--- src/hdl/rscd_pkg.sv ---
// Package for the RGB skin classifier with 3x3 dilation.
// Holds sizes, register codes, reset values and the per-pixel functions.
// Used by rgb_skin_classifier_dilate_top; depends on nothing else.
`default_nettype none

package rscd_pkg;

    // Frame limits and derived widths.
    localparam int MAX_WIDTH  = 1024;
    localparam int MAX_HEIGHT = 1024;
    localparam int COL_W      = $clog2(MAX_WIDTH);
    localparam int ROW_W      = $clog2(MAX_HEIGHT) + 1;

    // Field widths fixed by the register map and the pixel format.
    localparam int SIZE_W = 11;
    localparam int POS_W  = 10;
    localparam int CH_W   = 8;
    localparam int ADDR_W = 5;
    localparam int DATA_W = 32;
    localparam int IDX_W  = 3;

    // Result queue between the pipeline and the output port.
    localparam int Q_DEPTH = 3;
    localparam int Q_PTR_W = 2;

    // Register indexes (byte address is four times the index).
    localparam logic [IDX_W-1:0] REG_FRAME_WIDTH  = 3'd0;
    localparam logic [IDX_W-1:0] REG_FRAME_HEIGHT = 3'd1;
    localparam logic [IDX_W-1:0] REG_ROI_X        = 3'd2;
    localparam logic [IDX_W-1:0] REG_ROI_Y        = 3'd3;
    localparam logic [IDX_W-1:0] REG_ROI_WIDTH    = 3'd4;
    localparam logic [IDX_W-1:0] REG_ROI_HEIGHT   = 3'd5;
    localparam logic [IDX_W-1:0] REG_RED_MIN      = 3'd6;
    localparam logic [IDX_W-1:0] REG_SPREAD_MIN   = 3'd7;

    // Register reset values.
    localparam logic [SIZE_W-1:0] RST_FRAME_WIDTH  = 11'd640;
    localparam logic [SIZE_W-1:0] RST_FRAME_HEIGHT = 11'd480;
    localparam logic [POS_W-1:0]  RST_ROI_X        = 10'd0;
    localparam logic [POS_W-1:0]  RST_ROI_Y        = 10'd0;
    localparam logic [SIZE_W-1:0] RST_ROI_WIDTH    = 11'd640;
    localparam logic [SIZE_W-1:0] RST_ROI_HEIGHT   = 11'd480;
    localparam logic [CH_W-1:0]   RST_RED_MIN      = 8'd95;
    localparam logic [CH_W-1:0]   RST_SPREAD_MIN   = 8'd15;

    // Fixed thresholds of the skin rule.
    localparam logic [CH_W-1:0] GREEN_MIN   = 8'd40;
    localparam logic [CH_W-1:0] BLUE_MIN    = 8'd20;
    localparam logic [CH_W-1:0] RG_DIFF_MIN = 8'd15;

    // Which window neighbors lie inside the frame.
    typedef struct packed {
        logic left_ok;
        logic right_ok;
        logic top_ok;
        logic bottom_ok;
    } t_edge;

    // One result beat.
    typedef struct packed {
        logic skin;
        logic frame_end;
    } t_res;

    // Explicit RGB skin rule.
    function automatic logic f_classify(
        input logic [CH_W-1:0] r,
        input logic [CH_W-1:0] g,
        input logic [CH_W-1:0] b,
        input logic [CH_W-1:0] red_min,
        input logic [CH_W-1:0] spread_min
    );
        logic [CH_W-1:0] mx;
        logic [CH_W-1:0] mn;
        logic [CH_W-1:0] diff;
        begin
            mx = r;
            mn = r;
            if (g > mx) mx = g;
            if (b > mx) mx = b;
            if (g < mn) mn = g;
            if (b < mn) mn = b;
            diff = (r > g) ? (r - g) : (g - r);
            return (r > red_min) && (g > GREEN_MIN) && (b > BLUE_MIN) &&
                   ((mx - mn) > spread_min) && (diff > RG_DIFF_MIN) &&
                   (r > b) && (r > g);
        end
    endfunction

    // OR of one window column, with the rows outside the frame masked.
    function automatic logic f_col_or(input logic [2:0] col, input t_edge e);
        begin
            return (col[0] & e.top_ok) | col[1] | (col[2] & e.bottom_ok);
        end
    endfunction

    // 3x3 dilation. The window holds three columns, the newest in the top
    // slot. When the center is the top slot there is no right neighbor.
    function automatic logic f_dilate(
        input logic [8:0] win,
        input logic       center_top,
        input t_edge      e
    );
        logic c0;
        logic c1;
        logic c2;
        begin
            c0 = f_col_or(win[2:0], e);
            c1 = f_col_or(win[5:3], e);
            c2 = f_col_or(win[8:6], e);
            if (center_top) begin
                return c2 | (c1 & e.left_ok);
            end else begin
                return c1 | (c0 & e.left_ok) | (c2 & e.right_ok);
            end
        end
    endfunction

endpackage

`default_nettype wire

--- src/hdl/rgb_skin_classifier_dilate_top.sv ---
// Top level of the RGB skin classifier with 3x3 dilation.
// Holds the register file, the line store memory and the two-stage pipeline.
// Depends on rscd_pkg.
`default_nettype none

// The block takes one beat per clock, pixel or drain, and keeps that rate for
// as long as the result side takes a beat per clock. Each beat passes through
// the position and classification stage, which also issues the line store
// read, and then the window stage, which gets the read data, updates the 3x3
// window and writes the column back. The line store is one memory of 1024
// entries by two bits (line above, middle line), read and written once per
// beat; when one column is read in the same cycle as it is written, the
// written value is forwarded. A dilated mask bit leaves frame_width + 1 beats
// after its pixel, so the host follows each frame with frame_width + 1 drain
// beats; the first frame_width + 1 beats of a frame give no result. A
// three-entry result queue decouples the two sides, and o_ready comes from
// registers only. After reset the line store clears all 1024 entries, during
// which o_ready stays low; register writes are taken as usual.
module rgb_skin_classifier_dilate_top (
    input  wire                                i_clk,
    input  wire                                i_rst_n,
    // Configuration port.
    input  wire                                psel,
    input  wire                                penable,
    input  wire                                pwrite,
    input  wire  [rscd_pkg::ADDR_W-1:0]        paddr,
    input  wire  [rscd_pkg::DATA_W-1:0]        pwdata,
    output logic [rscd_pkg::DATA_W-1:0]        prdata,
    output logic                               pready,
    // Input channel.
    input  wire                                i_valid,
    output logic                               o_ready,
    input  wire                                i_op,
    input  wire  [rscd_pkg::CH_W-1:0]          i_red,
    input  wire  [rscd_pkg::CH_W-1:0]          i_green,
    input  wire  [rscd_pkg::CH_W-1:0]          i_blue,
    // Output channel.
    output logic                               o_valid,
    input  wire                                i_ready,
    output logic                               o_skin,
    output logic                               o_frame_end
);
    import rscd_pkg::*;

    // Configuration registers.
    logic [SIZE_W-1:0] r_frame_w;
    logic [SIZE_W-1:0] r_frame_h;
    logic [POS_W-1:0]  r_roi_x;
    logic [POS_W-1:0]  r_roi_y;
    logic [SIZE_W-1:0] r_roi_w;
    logic [SIZE_W-1:0] r_roi_h;
    logic [CH_W-1:0]   r_red_min;
    logic [CH_W-1:0]   r_spread_min;

    logic             cfg_wr;
    logic [IDX_W-1:0] cfg_idx;

    assign pready  = 1'b1;
    assign cfg_idx = paddr[ADDR_W-1:2];
    assign cfg_wr  = psel && penable && pwrite && pready;

    // Register writes at the access phase.
    always_ff @(posedge i_clk) begin
        if (!i_rst_n) begin
            r_frame_w    <= RST_FRAME_WIDTH;
            r_frame_h    <= RST_FRAME_HEIGHT;
            r_roi_x      <= RST_ROI_X;
            r_roi_y      <= RST_ROI_Y;
            r_roi_w      <= RST_ROI_WIDTH;
            r_roi_h      <= RST_ROI_HEIGHT;
            r_red_min    <= RST_RED_MIN;
            r_spread_min <= RST_SPREAD_MIN;
        end else if (cfg_wr) begin
            case (cfg_idx)
                REG_FRAME_WIDTH:  r_frame_w    <= pwdata[SIZE_W-1:0];
                REG_FRAME_HEIGHT: r_frame_h    <= pwdata[SIZE_W-1:0];
                REG_ROI_X:        r_roi_x      <= pwdata[POS_W-1:0];
                REG_ROI_Y:        r_roi_y      <= pwdata[POS_W-1:0];
                REG_ROI_WIDTH:    r_roi_w      <= pwdata[SIZE_W-1:0];
                REG_ROI_HEIGHT:   r_roi_h      <= pwdata[SIZE_W-1:0];
                REG_RED_MIN:      r_red_min    <= pwdata[CH_W-1:0];
                REG_SPREAD_MIN:   r_spread_min <= pwdata[CH_W-1:0];
                default: ;
            endcase
        end
    end

    // Register read-back.
    always_comb begin
        prdata = '0;
        case (cfg_idx)
            REG_FRAME_WIDTH:  prdata = DATA_W'(r_frame_w);
            REG_FRAME_HEIGHT: prdata = DATA_W'(r_frame_h);
            REG_ROI_X:        prdata = DATA_W'(r_roi_x);
            REG_ROI_Y:        prdata = DATA_W'(r_roi_y);
            REG_ROI_WIDTH:    prdata = DATA_W'(r_roi_w);
            REG_ROI_HEIGHT:   prdata = DATA_W'(r_roi_h);
            REG_RED_MIN:      prdata = DATA_W'(r_red_min);
            REG_SPREAD_MIN:   prdata = DATA_W'(r_spread_min);
            default:          prdata = '0;
        endcase
    end

    // Frame size clamped to 1..MAX, and the last column and line.
    logic [SIZE_W-1:0] w_cl;
    logic [SIZE_W-1:0] h_cl;
    logic [COL_W-1:0]  w_last;
    logic [ROW_W-1:0]  h_last;

    always_comb begin
        if (r_frame_w == '0) begin
            w_cl = SIZE_W'(1);
        end else if (r_frame_w > SIZE_W'(MAX_WIDTH)) begin
            w_cl = SIZE_W'(MAX_WIDTH);
        end else begin
            w_cl = r_frame_w;
        end
        if (r_frame_h == '0) begin
            h_cl = SIZE_W'(1);
        end else if (r_frame_h > SIZE_W'(MAX_HEIGHT)) begin
            h_cl = SIZE_W'(MAX_HEIGHT);
        end else begin
            h_cl = r_frame_h;
        end
        w_last = COL_W'(w_cl - SIZE_W'(1));
        h_last = ROW_W'(h_cl - SIZE_W'(1));
    end

    // Position counters, the clearing pass and the pipeline registers.
    logic [COL_W-1:0]   r_in_col;
    logic [ROW_W-1:0]   r_in_row;
    logic [COL_W-1:0]   r_out_col;
    logic [ROW_W-1:0]   r_out_row;
    logic               r_clr_busy;
    logic [COL_W-1:0]   r_clr_addr;

    logic               r_b_vld;
    logic               r_b_res;
    logic               r_b_fe;
    logic               r_b_m;
    logic               r_b_col0;
    logic [COL_W-1:0]   r_b_col;
    t_edge              r_b_edge;
    logic               r_fwd;
    logic [1:0]         r_fwd_data;
    logic [8:0]         r_win;

    logic [1:0]         mem [MAX_WIDTH];
    logic [1:0]         r_rdata;

    t_res               r_q [Q_DEPTH];
    logic [Q_PTR_W-1:0] r_wp;
    logic [Q_PTR_W-1:0] r_rp;
    logic [Q_PTR_W-1:0] r_cnt;

    // Stage A: classification, position bookkeeping and line store read.
    logic               acc_in;
    logic               in_roi;
    logic               m_bit;
    logic               item_res;
    logic               item_fe;
    logic [COL_W-1:0]   dx;
    logic [ROW_W-1:0]   dy;
    logic [COL_W-1:0]   n_in_col;
    logic [ROW_W-1:0]   n_in_row;
    logic [COL_W-1:0]   n_out_col;
    logic [ROW_W-1:0]   n_out_row;
    t_edge              item_edge;

    assign acc_in = i_valid && o_ready;
    assign dx     = r_in_col - COL_W'(r_roi_x);
    assign dy     = r_in_row - ROW_W'(r_roi_y);

    always_comb begin
        in_roi = (r_in_row < ROW_W'(h_cl)) && (SIZE_W'(r_in_col) < w_cl) &&
                 (r_in_col >= COL_W'(r_roi_x)) && (SIZE_W'(dx) < r_roi_w) &&
                 (r_in_row >= ROW_W'(r_roi_y)) && (SIZE_W'(dy) < r_roi_h);
        m_bit  = !i_op && in_roi &&
                 f_classify(i_red, i_green, i_blue, r_red_min, r_spread_min);

        // A result appears once the stream is a line and a pixel deep.
        item_res = (r_in_row >= ROW_W'(2)) ||
                   ((r_in_row == ROW_W'(1)) && (r_in_col != '0));
        item_fe  = (r_out_row >= h_last) && (r_out_col >= w_last);

        item_edge.left_ok   = (r_out_col != '0);
        item_edge.right_ok  = !(r_out_col >= w_last);
        item_edge.top_ok    = (r_out_row != '0);
        item_edge.bottom_ok = !(r_out_row >= h_last);

        // Input position; the line count saturates at its largest value.
        if (r_in_col >= w_last) begin
            n_in_col = '0;
            n_in_row = (r_in_row == '1) ? r_in_row : r_in_row + ROW_W'(1);
        end else begin
            n_in_col = r_in_col + COL_W'(1);
            n_in_row = r_in_row;
        end

        // Output position; the frame end restarts every position counter.
        n_out_col = r_out_col;
        n_out_row = r_out_row;
        if (item_res) begin
            if (item_fe) begin
                n_in_col  = '0;
                n_in_row  = '0;
                n_out_col = '0;
                n_out_row = '0;
            end else if (r_out_col >= w_last) begin
                n_out_col = '0;
                n_out_row = (r_out_row == '1) ? r_out_row : r_out_row + ROW_W'(1);
            end else begin
                n_out_col = r_out_col + COL_W'(1);
            end
        end
    end

    // Stage B: merge the read data, shift the window and dilate.
    logic [1:0] rd_eff;
    logic [8:0] n_win;
    logic [1:0] wr_data;
    logic       res_skin;

    always_comb begin
        rd_eff   = r_fwd ? r_fwd_data : r_rdata;
        n_win    = {r_b_m, rd_eff[1], rd_eff[0], r_win[8:3]};
        wr_data  = {r_b_m, rd_eff[1]};
        // Column zero of the stream closes the previous line: center on the
        // old window's newest column, otherwise on the shifted window.
        res_skin = r_b_col0 ? f_dilate(r_win, 1'b1, r_b_edge)
                            : f_dilate(n_win, 1'b0, r_b_edge);
    end

    // Line store: bit 0 is the line above, bit 1 the middle line.
    logic             mem_we;
    logic [COL_W-1:0] mem_wa;
    logic [1:0]       mem_wd;

    assign mem_we = r_clr_busy || r_b_vld;
    assign mem_wa = r_clr_busy ? r_clr_addr : r_b_col;
    assign mem_wd = r_clr_busy ? 2'b00 : wr_data;

    always_ff @(posedge i_clk) begin
        if (mem_we) begin
            mem[mem_wa] <= mem_wd;
        end
        if (acc_in) begin
            r_rdata <= mem[r_in_col];
        end
    end

    // Pipeline control and counters.
    always_ff @(posedge i_clk) begin
        if (!i_rst_n) begin
            r_in_col   <= '0;
            r_in_row   <= '0;
            r_out_col  <= '0;
            r_out_row  <= '0;
            r_clr_busy <= 1'b1;
            r_clr_addr <= '0;
            r_b_vld    <= 1'b0;
            r_win      <= '0;
        end else begin
            if (r_clr_busy) begin
                r_clr_addr <= r_clr_addr + COL_W'(1);
                if (r_clr_addr == COL_W'(MAX_WIDTH - 1)) begin
                    r_clr_busy <= 1'b0;
                end
            end
            r_b_vld <= acc_in;
            if (acc_in) begin
                r_in_col  <= n_in_col;
                r_in_row  <= n_in_row;
                r_out_col <= n_out_col;
                r_out_row <= n_out_row;
            end
            if (r_b_vld) begin
                r_win <= n_win;
            end
        end
    end

    // Stage B payload; the forward flag catches a write to the column just read.
    always_ff @(posedge i_clk) begin
        if (acc_in) begin
            r_b_res    <= item_res;
            r_b_fe     <= item_fe;
            r_b_m      <= m_bit;
            r_b_col0   <= (r_in_col == '0);
            r_b_col    <= r_in_col;
            r_b_edge   <= item_edge;
            r_fwd      <= r_b_vld && (r_b_col == r_in_col);
            r_fwd_data <= wr_data;
        end
    end

    // Result queue.
    logic push;
    logic pop;
    t_res push_res;

    assign push     = r_b_vld && r_b_res;
    assign pop      = o_valid && i_ready;
    assign push_res = '{skin: res_skin, frame_end: r_b_fe};

    always_ff @(posedge i_clk) begin
        if (!i_rst_n) begin
            r_wp  <= '0;
            r_rp  <= '0;
            r_cnt <= '0;
        end else begin
            if (push) begin
                r_wp <= (r_wp == Q_PTR_W'(Q_DEPTH - 1)) ? '0 : r_wp + Q_PTR_W'(1);
            end
            if (pop) begin
                r_rp <= (r_rp == Q_PTR_W'(Q_DEPTH - 1)) ? '0 : r_rp + Q_PTR_W'(1);
            end
            if (push && !pop) begin
                r_cnt <= r_cnt + Q_PTR_W'(1);
            end else if (pop && !push) begin
                r_cnt <= r_cnt - Q_PTR_W'(1);
            end
        end
    end

    always_ff @(posedge i_clk) begin
        if (push) begin
            r_q[r_wp] <= push_res;
        end
    end

    // A new beat is taken while the queue has room for everything in flight.
    assign o_ready     = !r_clr_busy &&
                         ((3'(r_cnt) + 3'(r_b_vld)) < 3'(Q_DEPTH));
    assign o_valid     = (r_cnt != '0);
    assign o_skin      = r_q[r_rp].skin;
    assign o_frame_end = r_q[r_rp].frame_end;

endmodule

`default_nettype wire

--- config.mk ---
export PLATFORM = sky130hd
export DESIGN_NAME = rgb_skin_classifier_dilate_top
export DESIGN_NICKNAME = d
export VERILOG_FILES = /design/src/hdl/rscd_pkg.sv /design/src/hdl/rgb_skin_classifier_dilate_top.sv
export SDC_FILE = /design/constraint.sdc
export NUM_CORES = 2
export LEC_CHECK = 0
export ABC_AREA = 1
export ABC_CLOCK_PERIOD_IN_PS = 87300
export BUFFER_PORTS_ARGS = -buffer_cell sky130_fd_sc_hd__buf_2
export CAP_MARGIN = 0
export CORE_UTILIZATION = 51
export DETAILED_ROUTE_END_ITERATION = 8
export HOLD_SLACK_MARGIN = 0.02
export PLACE_DENSITY_LB_ADDON = 0.3
export SYNTH_ARGS = -nofsm -noshare
export SYNTH_HDL_FRONTEND = slang
export SYNTH_SLANG_ARGS = --single-unit
--- constraint.sdc ---
create_clock -name i_clk -period 87.3 [get_ports i_clk]
set_input_delay 17.46 -clock i_clk [delete_from_list [all_inputs] [get_ports i_clk]]
set_output_delay 17.46 -clock i_clk [all_outputs]
set_load 0.1 [all_outputs]
==> qor.yml <==
run_status:
  status: "finished with violations"
  violations: "DRC"
sta:
  finalHoldViolCount: 0
  clock_skew_ns: 0.0243
  fin_crit_sh_pct: 42.1
  fin_crit_ns: 36.78
  tightest_slew_ns: 1.29
  fin_worst_hold_slack_ns: 0.493
  fin_tns_setup_ns: 0
  setup_viol: 0
  slew_violations: 0
  rsz0062_at_grt: "false"
  relSlewSlack_pct: 13.9
  fmax_ghz: 0.0272
synthesis:
  synth-seq-cells: 2225
  synth_edf_count: 2077
  syn_area_sq_mm: 0.103
  async_flop_share_pct: 0
  ys_seq_area_share_pct: 63.6
  synthCells: 10500
  synth.distinct_cells: 55
  synthTopCellsByArea: "edfxtp_1, nor2_1, nand2_1"
  synth.top_cell.area_share_pct: 60.7
  ys_warn_count: 0
  syn_avg_cell_area_sq_um: 9.83
  synth_ff_type: "edfxtp_1"
  yosysTopAreaCell: "edfxtp_1"
grt:
  grtUsageTotal_pct: 27.3
  grt_pass1_vias: 71700
  grtUsageMet3_pct: 4.07
  grt_util_met2_pct: 45.4
  use_met1_pct: 35.3
  antenna_found_initial: 5
  grt_pass1_wl_mm: 422
  busiest_layer: "met2"
  grt_max_degree: 242
  overflow: 0
detailed_routing:
  first_pass_iters: 9
  vias_per_cell: 5.72
  finalWirelength_mm: 281
  drt_iter0_drc: 8152
  final_antenna_net_count: 0
  wire_per_inst_microns: 21.6
  route.detailed.drc: 32
  vias: 74600
setup_path:
  cp_max_fo: 9
  cp-startpoint: "paddr[3]"
  worst-r2r-cell-count: 18
  worstPathArrival_ns: 19.32
  start_kind: "input pin"
  timing.rr.end: "r_rdata[1]"
  critPathRequiredTime_ns: 69.84
  crit_type: "input pin to output pin"
  reg2reg_slack_ns: 81.74
  crit_path_end_kind: "output pin"
  endpoint: "prdata[7]"
  r2r-start: "r_in_col[0]"
finish:
  area_growth_syn_to_layout_pct: 7.64
  finalNetCount: 10400
  drive_gt1_share_pct: 5.48
  final_core_util_pct: 55.3
pwr:
  peakVddDrop_mv: 0.0193
  leakage_nw: 37.5
  p_per_area_mw_per_mm2: 19.1
  power_w: 0.00211
cts:
  cts_setup_buffers: 0
  cts_buffers: 219
  clkTransAtPathRegs_ns: 0.06
  cts_tree: "done"
  cts_sinks: 2225
  cts-root-buf: "clkbuf_16"
  clock_path_buffers: 3
  insertion_delay_ns: 0.88
  post_cts_resized: 0
  cts-hold-fix-buffers: 0
  h-tree-depth: 4
placement:
  place_congestion: 0.910
  io_buffers: 60
  dp.final_hpwl_mm: 150
die:
  die_width_microns: 451
  initial_utilization_pct: 51.4
  die_y_microns: 451
  dieArea_sq_mm: 0.203
  io_pins: 106
  rows: 164
  core_area_sq_mm: 0.200
hold_path:
  min_path_type: "flip-flop to flip-flop"
run:
  cap_violations: 0
per-stage QoR:
stage / cell area (sq um) / instances / worst slack [ns]
2_1_floorplan: 103000 / 10500 / 49.85
6_report: 111000 / 13000 / 50.52
4_1_cts: 111000 / 13000 / 50.56
5_1_grt: 111000 / 13000 / 50.34
3_5_place_dp: 104000 / 12600 / 50.56
3_3_place_gp: 104000 / 12600 / 50.59
power breakdown:
| part | leakage, nW | switching, W | internal [W] |
|---|---|---|---|
| combinational | 18.1 | 0.0000452 | 0.0000179 |
| clock | 3.33 | 0.000401 | 0.000501 |
| sequential | 16.1 | 0.000000654 | 0.00115 |
| total | 37.5 | 0.000446 | 0.00167 |
cells in the final DEF (no fill, tap or decap), types with 15 or more instances in the layout:
cell,n
nand4_1,34
nand2_2,32
clkbuf_1,50
or2_2,15
ha_1,167
xnor2_1,17
o22ai_1,57
nand2_1,2007
buf_2,60
buf_4,113
edfxtp_1,2077
nor3_1,34
o21ai_0,833
o211ai_1,136
clkbuf_16,224
xor2_1,45
o21ai_1,58
clkinv_2,37
conb_1,22
nor2_1,2387
inv_1,718
nand3_1,589
a21oi_1,306
dfxtp_1,142
clkinv_1,72
worst min path at each step:
stage | start | to | slack [ns] | cells after the start
2_1_floorplan | r_b_fe | r_q[0][0] | 0.44 | 0
3_3_place_gp | r_b_fe | r_q[2][0] | 0.47 | 0
3_5_place_dp | r_out_row[10] | r_out_row[10] | 0.48 | 2
4_1_cts | r_out_row[10] | r_out_row[10] | 0.49 | 2
5_1_grt | r_out_row[10] | r_out_row[10] | 0.50 | 2
6_report | r_out_row[10] | r_out_row[10] | 0.49 | 2
critical path, stage by stage:
cell,delay (ns)
buf_2,0.13
inv_1,0.10
nor3_1,0.38
clkinv_1,0.34
o22ai_1,0.21
a21oi_1,0.08
o211ai_1,0.15
buf_2,0.46
cell usage after synthesis (all sizes together) (2+ instances only):
cell type and count:
nand3b 6, a21o 2, inv 729, xor2 45, o22ai 57, a221oi 12, conb 2, o2111ai 2
or2 17, a31oi 5, a211oi 9, a21oi 306, nand4 34, clkinv 6, nor3 40, o221ai 3
nand3 589, o211ai 136, edfxtp 2077, dfxtp 148, xnor2 17, fa 5, o21ai 891, buf 501
o21a 4, nor2 2404, nor4 8, nand2 2044, ha 167, clkbuf 183
cell type report:
cell class	count	area (sq um)
well taps	2656	3320
inverters	735	2780
repair buffers	181	1310
multi-input cells	6835	31100
fillers	17100	89400
clock buffers	277	5830
clock inverters	131	967
diodes	3	7.51
flip-flops and latches	2225	65400
registers in the layout, indices dropped and copies added, names as in the netlist, 10 cells and up, named ones only:
register	cells
r_frame_h	11
r_out_row	11
r_roi_y	10
r_b_col	10
r_roi_x	10
r_clr_addr	10
r_in_row	11
r_roi_h	11
r_out_col	10
r_frame_w	11
r_roi_w	11
mem	2048
r_in_col	10
logic make-up (layout without fill, tap and decap cells):
logic type               Yosys count  count (layout)  share of synthesized area [%]
AND/OR/NAND/NOR                 5146            5146                           19.8
flip-flops                      2225            2225                           63.6
AO/OA/AOI/OAI                   1433            1433                           7.51
buffers and inverters           1419            1324                           6.42
adder cells (fa/ha/maj)          172             172                           2.13
XOR/XNOR                          62              62                          0.528
other                              2              25                        0.00731
per-layer routing:
layer	vias to the layer above	share of wire (%)
met4	4	4.9
met5	-	0.011
li1	34500	-
met3	670	9.5
met2	3462	47
met1	36000	38
No activity file was read; power rests on OpenSTA's default activity.
